## config.mk

```make
export PLATFORM = sky130hd
export DESIGN_NAME = set_associative_cache_lookup
export DESIGN_NICKNAME = d
export VERILOG_FILES = /design/src/rtl/core/sacl_pkg.sv /design/src/rtl/core/sacl_ram.sv /design/src/rtl/core/set_associative_cache_lookup.sv
export SDC_FILE = /design/constraint.sdc
export NUM_CORES = 2
export LEC_CHECK = 0
export CAP_MARGIN = 10
export CORE_ASPECT_RATIO = 1.1
export CORE_MARGIN = 4
export CORE_UTILIZATION = 40
export DETAILED_ROUTE_END_ITERATION = 8
export DONT_BUFFER_PORTS = 1
export GPL_ROUTABILITY_DRIVEN = 1
export SETUP_SLACK_MARGIN = 0.02
export SKIP_CTS_REPAIR_TIMING = 1
export SLEW_MARGIN = 20
export SYNTH_ARGS = -nofsm -noshare
export SYNTH_HDL_FRONTEND = slang
export SYNTH_HIERARCHICAL = 1
export SYNTH_MEMORY_MAX_BITS = 65536
export SYNTH_SLANG_ARGS = --single-unit
```

## constraint.sdc

```tcl
create_clock -name aclk -period 17.89 [get_ports aclk]
set_clock_uncertainty 0.05 [all_clocks]
set_input_delay 0 -clock aclk [delete_from_list [all_inputs] [get_ports aclk]]
set_output_delay 0 -clock aclk [all_outputs]
set_load 0.005 [all_outputs]
```

## src/rtl/core/sacl_pkg.sv

```systemverilog
`timescale 1ns / 1ps

package sacl_pkg;

    localparam int ADDR_W  = 32;
    localparam int COUNT_W = 32;
    localparam int STAMP_W = 32;
    localparam int PADDR_W = 3;
    localparam int PDATA_W = 32;

    localparam logic [PADDR_W-1:0] REG_REPLACE_MODE = 3'd0;

    localparam logic MODE_FIFO = 1'b0;
    localparam logic MODE_LRU  = 1'b1;

    typedef struct packed {
        logic               valid;
        logic [ADDR_W-1:0]  tag;
        logic [STAMP_W-1:0] stamp;
    } line_t;

    typedef enum logic [4:0] {
        ST_CLEAR = 5'b00001,
        ST_IDLE  = 5'b00010,
        ST_MOD   = 5'b00100,
        ST_SCAN  = 5'b01000,
        ST_DONE  = 5'b10000
    } state_t;

endpackage

```

## src/rtl/core/sacl_ram.sv

```systemverilog
`timescale 1ns / 1ps

module sacl_ram #(
    parameter int WIDTH = 8,
    parameter int DEPTH = 16
) (
    input  logic                                    aclk,
    input  logic                                    we,
    input  logic [(DEPTH > 1 ? $clog2(DEPTH) : 1)-1:0] waddr,
    input  logic [WIDTH-1:0]                        wdata,
    input  logic                                    re,
    input  logic [(DEPTH > 1 ? $clog2(DEPTH) : 1)-1:0] raddr,
    output logic [WIDTH-1:0]                        rdata
);

    logic [WIDTH-1:0] mem [DEPTH];
    logic [WIDTH-1:0] rdata_reg;

    always_ff @(posedge aclk) begin
        if (we) begin
            mem[waddr] <= wdata;
        end
        if (re) begin
            rdata_reg <= mem[raddr];
        end
    end

    assign rdata = rdata_reg;

endmodule

```

## src/rtl/core/set_associative_cache_lookup.sv

```systemverilog
`timescale 1ns / 1ps
// Channel   Direction  Beat contents
// s_        in         s_address
// m_        out        m_hit, m_way_used, m_hit_count, m_miss_count
// apb       in/out     replace_mode at byte address 0
//
// When NUM_SETS is not a power of two, a reciprocal multiplication finds the set.
// The line memory, with one read and one write port, is read one way per cycle to
// find hit, free way and oldest stamp. After reset a clearing pass over all
// 2**(set bits + way bits) line addresses zeroes the memories; s_ready stays low
// meanwhile. The result sits in an output register, so a new access is taken
// while the previous result waits on m_ready.

module set_associative_cache_lookup
    import sacl_pkg::*;
#(
    parameter int NUM_SETS = 16,
    parameter int WAYS     = 4
) (
    input  logic               aclk,
    input  logic               aresetn,
    input  logic               s_valid,
    output logic               s_ready,
    input  logic [ADDR_W-1:0]  s_address,
    output logic               m_valid,
    input  logic               m_ready,
    output logic               m_hit,
    output logic [1:0]         m_way_used,
    output logic [COUNT_W-1:0] m_hit_count,
    output logic [COUNT_W-1:0] m_miss_count,
    input  logic               psel,
    input  logic               penable,
    input  logic               pwrite,
    input  logic [PADDR_W-1:0] paddr,
    input  logic [PDATA_W-1:0] pwdata,
    output logic [PDATA_W-1:0] prdata,
    output logic               pready
);

    localparam int  SET_W     = NUM_SETS > 1 ? $clog2(NUM_SETS) : 1;
    localparam int  WAY_W     = WAYS > 1 ? $clog2(WAYS) : 1;
    localparam int  WCNT_W    = $clog2(WAYS + 1);
    localparam int  LA_W      = SET_W + WAY_W;
    localparam int  LINE_D    = 2 ** LA_W;
    localparam int  SET_D     = 2 ** SET_W;
    localparam int  LINE_W    = $bits(line_t);
    localparam bit  SETS_POW2 = (NUM_SETS & (NUM_SETS - 1)) == 0;
    localparam logic [2*ADDR_W-1:0] RECIP_WIDE =
        ((2*ADDR_W)'(1) << ADDR_W) / (2*ADDR_W)'(NUM_SETS);
    localparam logic [ADDR_W-1:0]   RECIP      = RECIP_WIDE[ADDR_W-1:0];

    state_t state_reg, state_next;

    logic                mode_reg;
    logic [LA_W-1:0]     clr_addr_reg, clr_addr_next;
    logic [ADDR_W-1:0]   addr_reg, addr_next;
    logic [SET_W-1:0]    set_reg, set_next;
    logic [ADDR_W-1:0]   rem_reg, rem_next;
    logic [2*ADDR_W-1:0] prod_reg, prod_next;
    logic [1:0]          mod_step_reg, mod_step_next;
    logic [WCNT_W-1:0]   issue_cnt_reg, issue_cnt_next;
    logic                eval_vld_reg, eval_vld_next;
    logic [WAY_W-1:0]    eval_way_reg, eval_way_next;

    logic               hit_found_reg, hit_found_next;
    logic [WAY_W-1:0]   hit_way_reg, hit_way_next;
    logic               inv_found_reg, inv_found_next;
    logic [WAY_W-1:0]   inv_way_reg, inv_way_next;
    logic [WAY_W-1:0]   min_way_reg, min_way_next;
    logic [STAMP_W-1:0] min_stamp_reg, min_stamp_next;
    logic [WAY_W-1:0]   fifo_ptr_reg, fifo_ptr_next;
    logic [STAMP_W-1:0] fifo_stamp_reg, fifo_stamp_next;

    logic [STAMP_W-1:0] stamp_reg, stamp_next;
    logic [COUNT_W-1:0] hit_total_reg, hit_total_next;
    logic [COUNT_W-1:0] miss_total_reg, miss_total_next;

    logic               m_valid_reg, m_valid_next;
    logic               m_hit_reg, m_hit_next;
    logic [1:0]         m_way_used_reg, m_way_used_next;
    logic [COUNT_W-1:0] m_hit_count_reg, m_hit_count_next;
    logic [COUNT_W-1:0] m_miss_count_reg, m_miss_count_next;

    logic               line_we, line_re;
    logic [LA_W-1:0]    line_waddr, line_raddr;
    line_t              line_wdata, line_rdata;
    logic               fifo_we, fifo_re;
    logic [SET_W-1:0]   fifo_waddr;
    logic [WAY_W-1:0]   fifo_wdata, fifo_rdata;

    logic               out_free;
    logic               cfg_write;

    assign cfg_write = psel && penable && pwrite && pready;
    assign pready    = 1'b1;
    assign prdata    = (paddr == REG_REPLACE_MODE) ? PDATA_W'(mode_reg) : '0;

    always_ff @(posedge aclk) begin
        if (!aresetn) begin
            mode_reg <= MODE_LRU;
        end else if (cfg_write && paddr == REG_REPLACE_MODE) begin
            mode_reg <= pwdata[0];
        end
    end

    sacl_ram #(.WIDTH(LINE_W), .DEPTH(LINE_D)) u_line_ram (
        .aclk  (aclk),
        .we    (line_we),
        .waddr (line_waddr),
        .wdata (line_wdata),
        .re    (line_re),
        .raddr (line_raddr),
        .rdata (line_rdata)
    );

    sacl_ram #(.WIDTH(WAY_W), .DEPTH(SET_D)) u_fifo_ram (
        .aclk  (aclk),
        .we    (fifo_we),
        .waddr (fifo_waddr),
        .wdata (fifo_wdata),
        .re    (fifo_re),
        .raddr (set_reg),
        .rdata (fifo_rdata)
    );

    assign out_free  = !m_valid_reg || m_ready;

    always_comb begin
        logic [WAY_W-1:0]   way;
        logic [STAMP_W-1:0] wr_stamp;
        logic               do_write;
        logic               do_touch;

        state_next        = state_reg;
        clr_addr_next     = clr_addr_reg;
        addr_next         = addr_reg;
        set_next          = set_reg;
        rem_next          = rem_reg;
        prod_next         = prod_reg;
        mod_step_next     = mod_step_reg;
        issue_cnt_next    = issue_cnt_reg;
        eval_vld_next     = 1'b0;
        eval_way_next     = eval_way_reg;
        hit_found_next    = hit_found_reg;
        hit_way_next      = hit_way_reg;
        inv_found_next    = inv_found_reg;
        inv_way_next      = inv_way_reg;
        min_way_next      = min_way_reg;
        min_stamp_next    = min_stamp_reg;
        fifo_ptr_next     = fifo_ptr_reg;
        fifo_stamp_next   = fifo_stamp_reg;
        stamp_next        = stamp_reg;
        hit_total_next    = hit_total_reg;
        miss_total_next   = miss_total_reg;
        m_valid_next      = m_valid_reg && !m_ready;
        m_hit_next        = m_hit_reg;
        m_way_used_next   = m_way_used_reg;
        m_hit_count_next  = m_hit_count_reg;
        m_miss_count_next = m_miss_count_reg;

        line_we    = 1'b0;
        line_waddr = {set_reg, hit_way_reg};
        line_wdata = '0;
        line_re    = 1'b0;
        line_raddr = {set_reg, issue_cnt_reg[WAY_W-1:0]};
        fifo_we    = 1'b0;
        fifo_waddr = set_reg;
        fifo_wdata = '0;
        fifo_re    = 1'b0;

        way      = hit_way_reg;
        wr_stamp = stamp_reg;
        do_write = 1'b0;
        do_touch = 1'b0;

        unique case (state_reg)
            ST_CLEAR: begin
                line_we       = 1'b1;
                line_waddr    = clr_addr_reg;
                fifo_we       = 1'b1;
                fifo_waddr    = clr_addr_reg[LA_W-1:WAY_W];
                clr_addr_next = clr_addr_reg + 1'b1;
                if (clr_addr_reg == LA_W'(LINE_D - 1)) begin
                    state_next = ST_IDLE;
                end
            end
            ST_IDLE: begin
                if (s_valid) begin
                    addr_next      = s_address;
                    set_next       = SET_W'(s_address & ADDR_W'(NUM_SETS - 1));
                    mod_step_next  = '0;
                    issue_cnt_next = '0;
                    hit_found_next = 1'b0;
                    inv_found_next = 1'b0;
                    state_next     = SETS_POW2 ? ST_SCAN : ST_MOD;
                end
            end
            ST_MOD: begin
                mod_step_next = mod_step_reg + 1'b1;
                if (mod_step_reg == 2'd0) begin
                    prod_next = (2*ADDR_W)'(addr_reg) * (2*ADDR_W)'(RECIP);
                end else if (mod_step_reg == 2'd1) begin
                    rem_next = ADDR_W'(prod_reg[2*ADDR_W-1:ADDR_W] * ADDR_W'(NUM_SETS));
                end else if (mod_step_reg == 2'd2) begin
                    rem_next = addr_reg - rem_reg;
                end else begin
                    if (rem_reg >= ADDR_W'(NUM_SETS)) begin
                        set_next = SET_W'(rem_reg - ADDR_W'(NUM_SETS));
                    end else begin
                        set_next = SET_W'(rem_reg);
                    end
                    state_next = ST_SCAN;
                end
            end
            ST_SCAN: begin
                if (issue_cnt_reg < WCNT_W'(WAYS)) begin
                    line_re        = 1'b1;
                    fifo_re        = (issue_cnt_reg == '0);
                    issue_cnt_next = issue_cnt_reg + 1'b1;
                    eval_vld_next  = 1'b1;
                    eval_way_next  = issue_cnt_reg[WAY_W-1:0];
                end
                if (eval_vld_reg) begin
                    fifo_ptr_next = fifo_rdata;
                    if (!hit_found_reg && line_rdata.valid && line_rdata.tag == addr_reg) begin
                        hit_found_next = 1'b1;
                        hit_way_next   = eval_way_reg;
                    end
                    if (!inv_found_reg && !line_rdata.valid) begin
                        inv_found_next = 1'b1;
                        inv_way_next   = eval_way_reg;
                    end
                    if (eval_way_reg == '0 || line_rdata.stamp < min_stamp_reg) begin
                        min_way_next   = eval_way_reg;
                        min_stamp_next = line_rdata.stamp;
                    end
                    if (eval_way_reg == fifo_rdata) begin
                        fifo_stamp_next = line_rdata.stamp;
                    end
                    if (issue_cnt_reg == WCNT_W'(WAYS)) begin
                        state_next = ST_DONE;
                    end
                end
            end
            ST_DONE: begin
                if (hit_found_reg) begin
                    way      = hit_way_reg;
                    do_write = (mode_reg == MODE_LRU);
                    do_touch = (mode_reg == MODE_LRU);
                end else if (inv_found_reg) begin
                    way      = inv_way_reg;
                    do_write = 1'b1;
                    do_touch = (mode_reg == MODE_LRU);
                    wr_stamp = (mode_reg == MODE_LRU) ? stamp_reg : '0;
                end else if (mode_reg == MODE_LRU) begin
                    way      = min_way_reg;
                    do_write = 1'b1;
                    do_touch = 1'b1;
                end else begin
                    way      = fifo_ptr_reg;
                    do_write = 1'b1;
                    wr_stamp = fifo_stamp_reg;
                end
                if (out_free) begin
                    line_we    = do_write;
                    line_waddr = {set_reg, way};
                    line_wdata = '{valid: 1'b1, tag: addr_reg, stamp: wr_stamp};
                    fifo_we    = !hit_found_reg && !inv_found_reg && (mode_reg == MODE_FIFO);
                    fifo_wdata = (fifo_ptr_reg == WAY_W'(WAYS - 1)) ? '0
                                                                    : fifo_ptr_reg + 1'b1;
                    if (do_touch) begin
                        stamp_next = stamp_reg + 1'b1;
                    end
                    if (hit_found_reg) begin
                        if (hit_total_reg != '1) begin
                            hit_total_next = hit_total_reg + 1'b1;
                        end
                    end else if (miss_total_reg != '1) begin
                        miss_total_next = miss_total_reg + 1'b1;
                    end
                    m_valid_next      = 1'b1;
                    m_hit_next        = hit_found_reg;
                    m_way_used_next   = 2'(way);
                    m_hit_count_next  = hit_total_next;
                    m_miss_count_next = miss_total_next;
                    state_next        = ST_IDLE;
                end
            end
            default: begin
                state_next = ST_IDLE;
            end
        endcase
    end

    always_ff @(posedge aclk) begin
        if (!aresetn) begin
            state_reg      <= ST_CLEAR;
            clr_addr_reg   <= '0;
            eval_vld_reg   <= 1'b0;
            stamp_reg      <= '0;
            hit_total_reg  <= '0;
            miss_total_reg <= '0;
            m_valid_reg    <= 1'b0;
        end else begin
            state_reg      <= state_next;
            clr_addr_reg   <= clr_addr_next;
            eval_vld_reg   <= eval_vld_next;
            stamp_reg      <= stamp_next;
            hit_total_reg  <= hit_total_next;
            miss_total_reg <= miss_total_next;
            m_valid_reg    <= m_valid_next;
        end
    end

    always_ff @(posedge aclk) begin
        addr_reg         <= addr_next;
        set_reg          <= set_next;
        rem_reg          <= rem_next;
        prod_reg         <= prod_next;
        mod_step_reg     <= mod_step_next;
        issue_cnt_reg    <= issue_cnt_next;
        eval_way_reg     <= eval_way_next;
        hit_found_reg    <= hit_found_next;
        hit_way_reg      <= hit_way_next;
        inv_found_reg    <= inv_found_next;
        inv_way_reg      <= inv_way_next;
        min_way_reg      <= min_way_next;
        min_stamp_reg    <= min_stamp_next;
        fifo_ptr_reg     <= fifo_ptr_next;
        fifo_stamp_reg   <= fifo_stamp_next;
        m_hit_reg        <= m_hit_next;
        m_way_used_reg   <= m_way_used_next;
        m_hit_count_reg  <= m_hit_count_next;
        m_miss_count_reg <= m_miss_count_next;
    end

    assign s_ready      = (state_reg == ST_IDLE);
    assign m_valid      = m_valid_reg;
    assign m_hit        = m_hit_reg;
    assign m_way_used   = m_way_used_reg;
    assign m_hit_count  = m_hit_count_reg;
    assign m_miss_count = m_miss_count_reg;

endmodule

```

==> results.txt <==
Net count, final = 8438
TNS Setup = 0 ns
Yosys cell types = 65
Num CTS Buffers = 452
Worst setup EP type = flip-flop
Max transition margin = 0.200
DRC = 0
EDFF count, synth = 4437
DP Wirelength = 256 mm
Post-DR vias/cell = 6.04
Initial detailed-routing violation count = 11200
Worst Tran Pin Value = 1.20 ns
Post-route cell area = 198000 um^2
Placed Area = 182000 um^2
Post-synthesis mux area share = 0.143
Final Max Tran Viols = 0
CP arrival = 7.43 ns
Post-Synth Simple-Gate Area = 0.0236
Die extent in y = 700 um
Die span in x = 637 um
Tot Pwr = 21.8 mW
Final hold slack = 0.0346 ns
Cell Area, Synth = 174000 um^2
Met2 Use GR = 0.339
CP Class = reg2reg
First-pass GRT wire length = 669 mm
Core Region = 433000 um^2
GR peak layer = met2
Highest net fanout along the worst path = 56
Via count = 87300
Die area = 446000 um^2
Ports = 176
Endpoints failing hold = 0
Data required, critical path = 18.43 ns
# rows = 253
CP Cell Sequence = nor4b_2, buf_4, nand2_1, inv_4, nor2_1, a22oi_1, nand2_1, nor2_1, nand3_1, nor2_4, buf_4, buf_4
Share of layout cells above drive strength 1 = 0.242
Tcrit/Tclk final = 0.385
Vias in the first global route = 86900
CP peak stage delay = 1.05 ns
Met3 Resource Use GR = 0.0384
Antenna violations before repair = 19
P&R area growth vs syn = 13.5%
Top FF cell, synth = edfxtp_1
RSZ-0062 raised after global routing = false
Ys Warns = 6
Fmax achieved = 0.145 GHz
Port buffer count = 0
Max_cap viols = 0
DR pass1 iterations = 6
RD Place Congestion = 0.820
Starting Density = 0.402
Status = completed
Largest net degree at the start of global routing = 137
Cells after Synth = 7972
Clock root cell = clkbuf_16
Synth Area in Adders = 0.00273
Post-route ant nets = 0
Final Util = 0.456
CTS tree = built
Reg2reg setup slack = 11.00 ns
Post-synthesis xor/xnor area fraction = 0.00629
Largest register FFs = 4160
VDD IR max = 0.104 mV
Pwr dens = 110 nW/um^2
Clock latency on the worst-skew pair = 0.98 ns
Clock net sink count = 4546
Worst path slowest cell = nor2_4
Final setup vio count = 0
CTS H-tree lvls = 5
Cell mode on critical path = buf_4
Mapped Avg Cell Area = 21.8 um^2
CP Launch Type = flip-flop
Tmin final = 6.89 ns
CP Buf/Inv Count = 4
GRT Overall Usage = 0.210
CP top delay family = simple AND/OR/NAND/NOR gates
Worst min-delay path class = in2reg
Met1 Use GR = 0.289
Synth Area in Compound Gates = 0.0327
Clock Path Buffers = 4
Total gr overflow = 0
#FFs+latches synth = 4546
Static Leak = 70.8 nW
Post-synthesis sequential area ratio = 0.778
Synth async-reset ratio = 0
CTS clk-pin slew, worst paths = 0.06 ns
Largest family of logic cells by synthesized area = multiplexers
Drt total wl = 479 mm
Drt wl/cell = 33.1 um
## per-layer routing
| layer | up-vias | part of all wire |
|---|---|---|
| met5 | - | 0.000027 |
| met4 | 2 | 0.038 |
| met3 | 889 | 0.093 |
| met2 | 4448 | 0.48 |
| met1 | 47400 | 0.39 |
| li1 | 34600 | - |
## worst paths after layout
kind / from / endpoint / cells past startpoint
worst max register to register: state_reg[4] / u_line_ram/mem[41][23] / 12
worst max-delay path: state_reg[4] / u_line_ram/mem[41][23] / 12
worst min-delay path: s_valid / hit_found_reg / 3
worst min register to register: u_line_ram/rdata[28] / min_stamp_reg[28] / 0
## layout by cell type (no fill, tap or decap), types with 68 or more instances in the layout
| cell | Yosys | final |
|---|---|---|
| edfxtp_1 | 4437 | 4437 |
| mux4_2 | 1044 | 1044 |
| clkbuf_16 | 0 | 455 |
| a22oi_1 | 264 | 264 |
| buf_4 | 52 | 249 |
| nand3_1 | 164 | 163 |
| nor2_1 | 213 | 148 |
| o22ai_1 | 129 | 129 |
| mux2i_1 | 111 | 111 |
| dfxtp_1 | 109 | 109 |
| clkinv_1 | 1 | 108 |
| clkinv_2 | 0 | 89 |
| clkbuf_1 | 176 | 88 |
| nand2_1 | 86 | 84 |
| a21oi_1 | 79 | 78 |
| dlygate4sd3_1 | 0 | 71 |
| a211oi_1 | 68 | 68 |
## final cells by class
| type | count | area (um^2) |
|---|---|---|
| Tap cell | 5737 | 7180 |
| Sequential cell | 4546 | 135000 |
| Multi-Input combinational cell | 2939 | 37200 |
| Clock inverter | 281 | 2820 |
| Clock buffer | 549 | 11800 |
| Inverter | 51 | 194 |
| Antenna cell | 5 | 12.5 |
| Fill cell | 35600 | 235000 |
| Timing Repair Buffer | 336 | 2900 |
## synthesized netlist by cell type (all sizes together), types with 3 or more instances
master | number | share of area
edfxtp | 4437 | 0.77
mux4 | 1048 | 0.14
buf | 290 | 0.0091
a22oi | 264 | 0.011
nor2 | 213 | 0.0046
clkbuf | 176 | 0.0038
nand3 | 165 | 0.0048
o22ai | 129 | 0.0046
mux2i | 111 | 0.0064
dfxtp | 109 | 0.013
nand2 | 86 | 0.0019
a21oi | 79 | 0.0023
a211oi | 68 | 0.0029
o211a | 66 | 0.0038
xor2 | 63 | 0.0032
xnor2 | 62 | 0.0031
inv | 50 | 0.0011
nand4 | 50 | 0.0018
o21ai | 50 | 0.0014
or3 | 49 | 0.0018
o221ai | 47 | 0.0024
and3 | 42 | 0.0015
nor3 | 41 | 0.0012
ha | 38 | 0.0027
a22o | 33 | 0.0017
nand3b | 26 | 0.0011
o31ai | 26 | 0.0012
nor4 | 24 | 0.00090
or4 | 22 | 0.00097
nand2b | 19 | 0.00068
nor2b | 17 | 0.00061
and4 | 13 | 0.00065
mux2 | 10 | 0.00065
and2 | 9 | 0.00032
or2 | 5 | 0.00018
or3b | 5 | 0.00025
o21a | 4 | 0.00017
nor4b | 3 | 0.00019
o211ai | 3 | 0.00013
o31a | 3 | 0.00015
## worst register-to-register path, cell delays in order, from the launching register on
cell	delay, ns
dfxtp_1	0.43
nor4b_2	0.23
buf_4	0.57
nand2_1	0.65
inv_4	0.63
nor2_1	0.14
a22oi_1	0.17
nand2_1	0.34
nor2_1	0.25
nand3_1	0.61
nor2_4	1.05
buf_4	0.64
buf_4	0.68
## cells by family (layout without fill, tap and decap cells)
logic type / count (synthesis) / after routing
XOR/XNOR: 125 / 125
adder cells (fa/ha/maj): 38 / 38
AO/OA/AOI/OAI: 782 / 782
flip-flops: 4546 / 4546
other: 2 / 37
buffers and inverters: 517 / 1217
multiplexers: 1169 / 1169
AND/OR/NAND/NOR: 793 / 793
## through the flow
| step | std cells | setup slack (ns) |
|---|---|---|
| final | 14400 | 11.00 |
| after global routing | 14400 | 10.62 |
| after CTS | 14400 | 10.96 |
| after detailed placement | 13500 | 11.02 |
| after global placement | 13500 | 11.19 |
| after floorplan | 8002 | 7.87 |
## power breakdown
group | internal (mW) | total, mW | switching (mW) | leakage [nW]
clock network | 5.33 | 9.35 | 4.02 | 7.14
logic | 0.150 | 0.651 | 0.501 | 14.2
registers | 11.8 | 11.8 | 0.0434 | 49.5
Note: power is estimated with default switching activity, not from simulation.
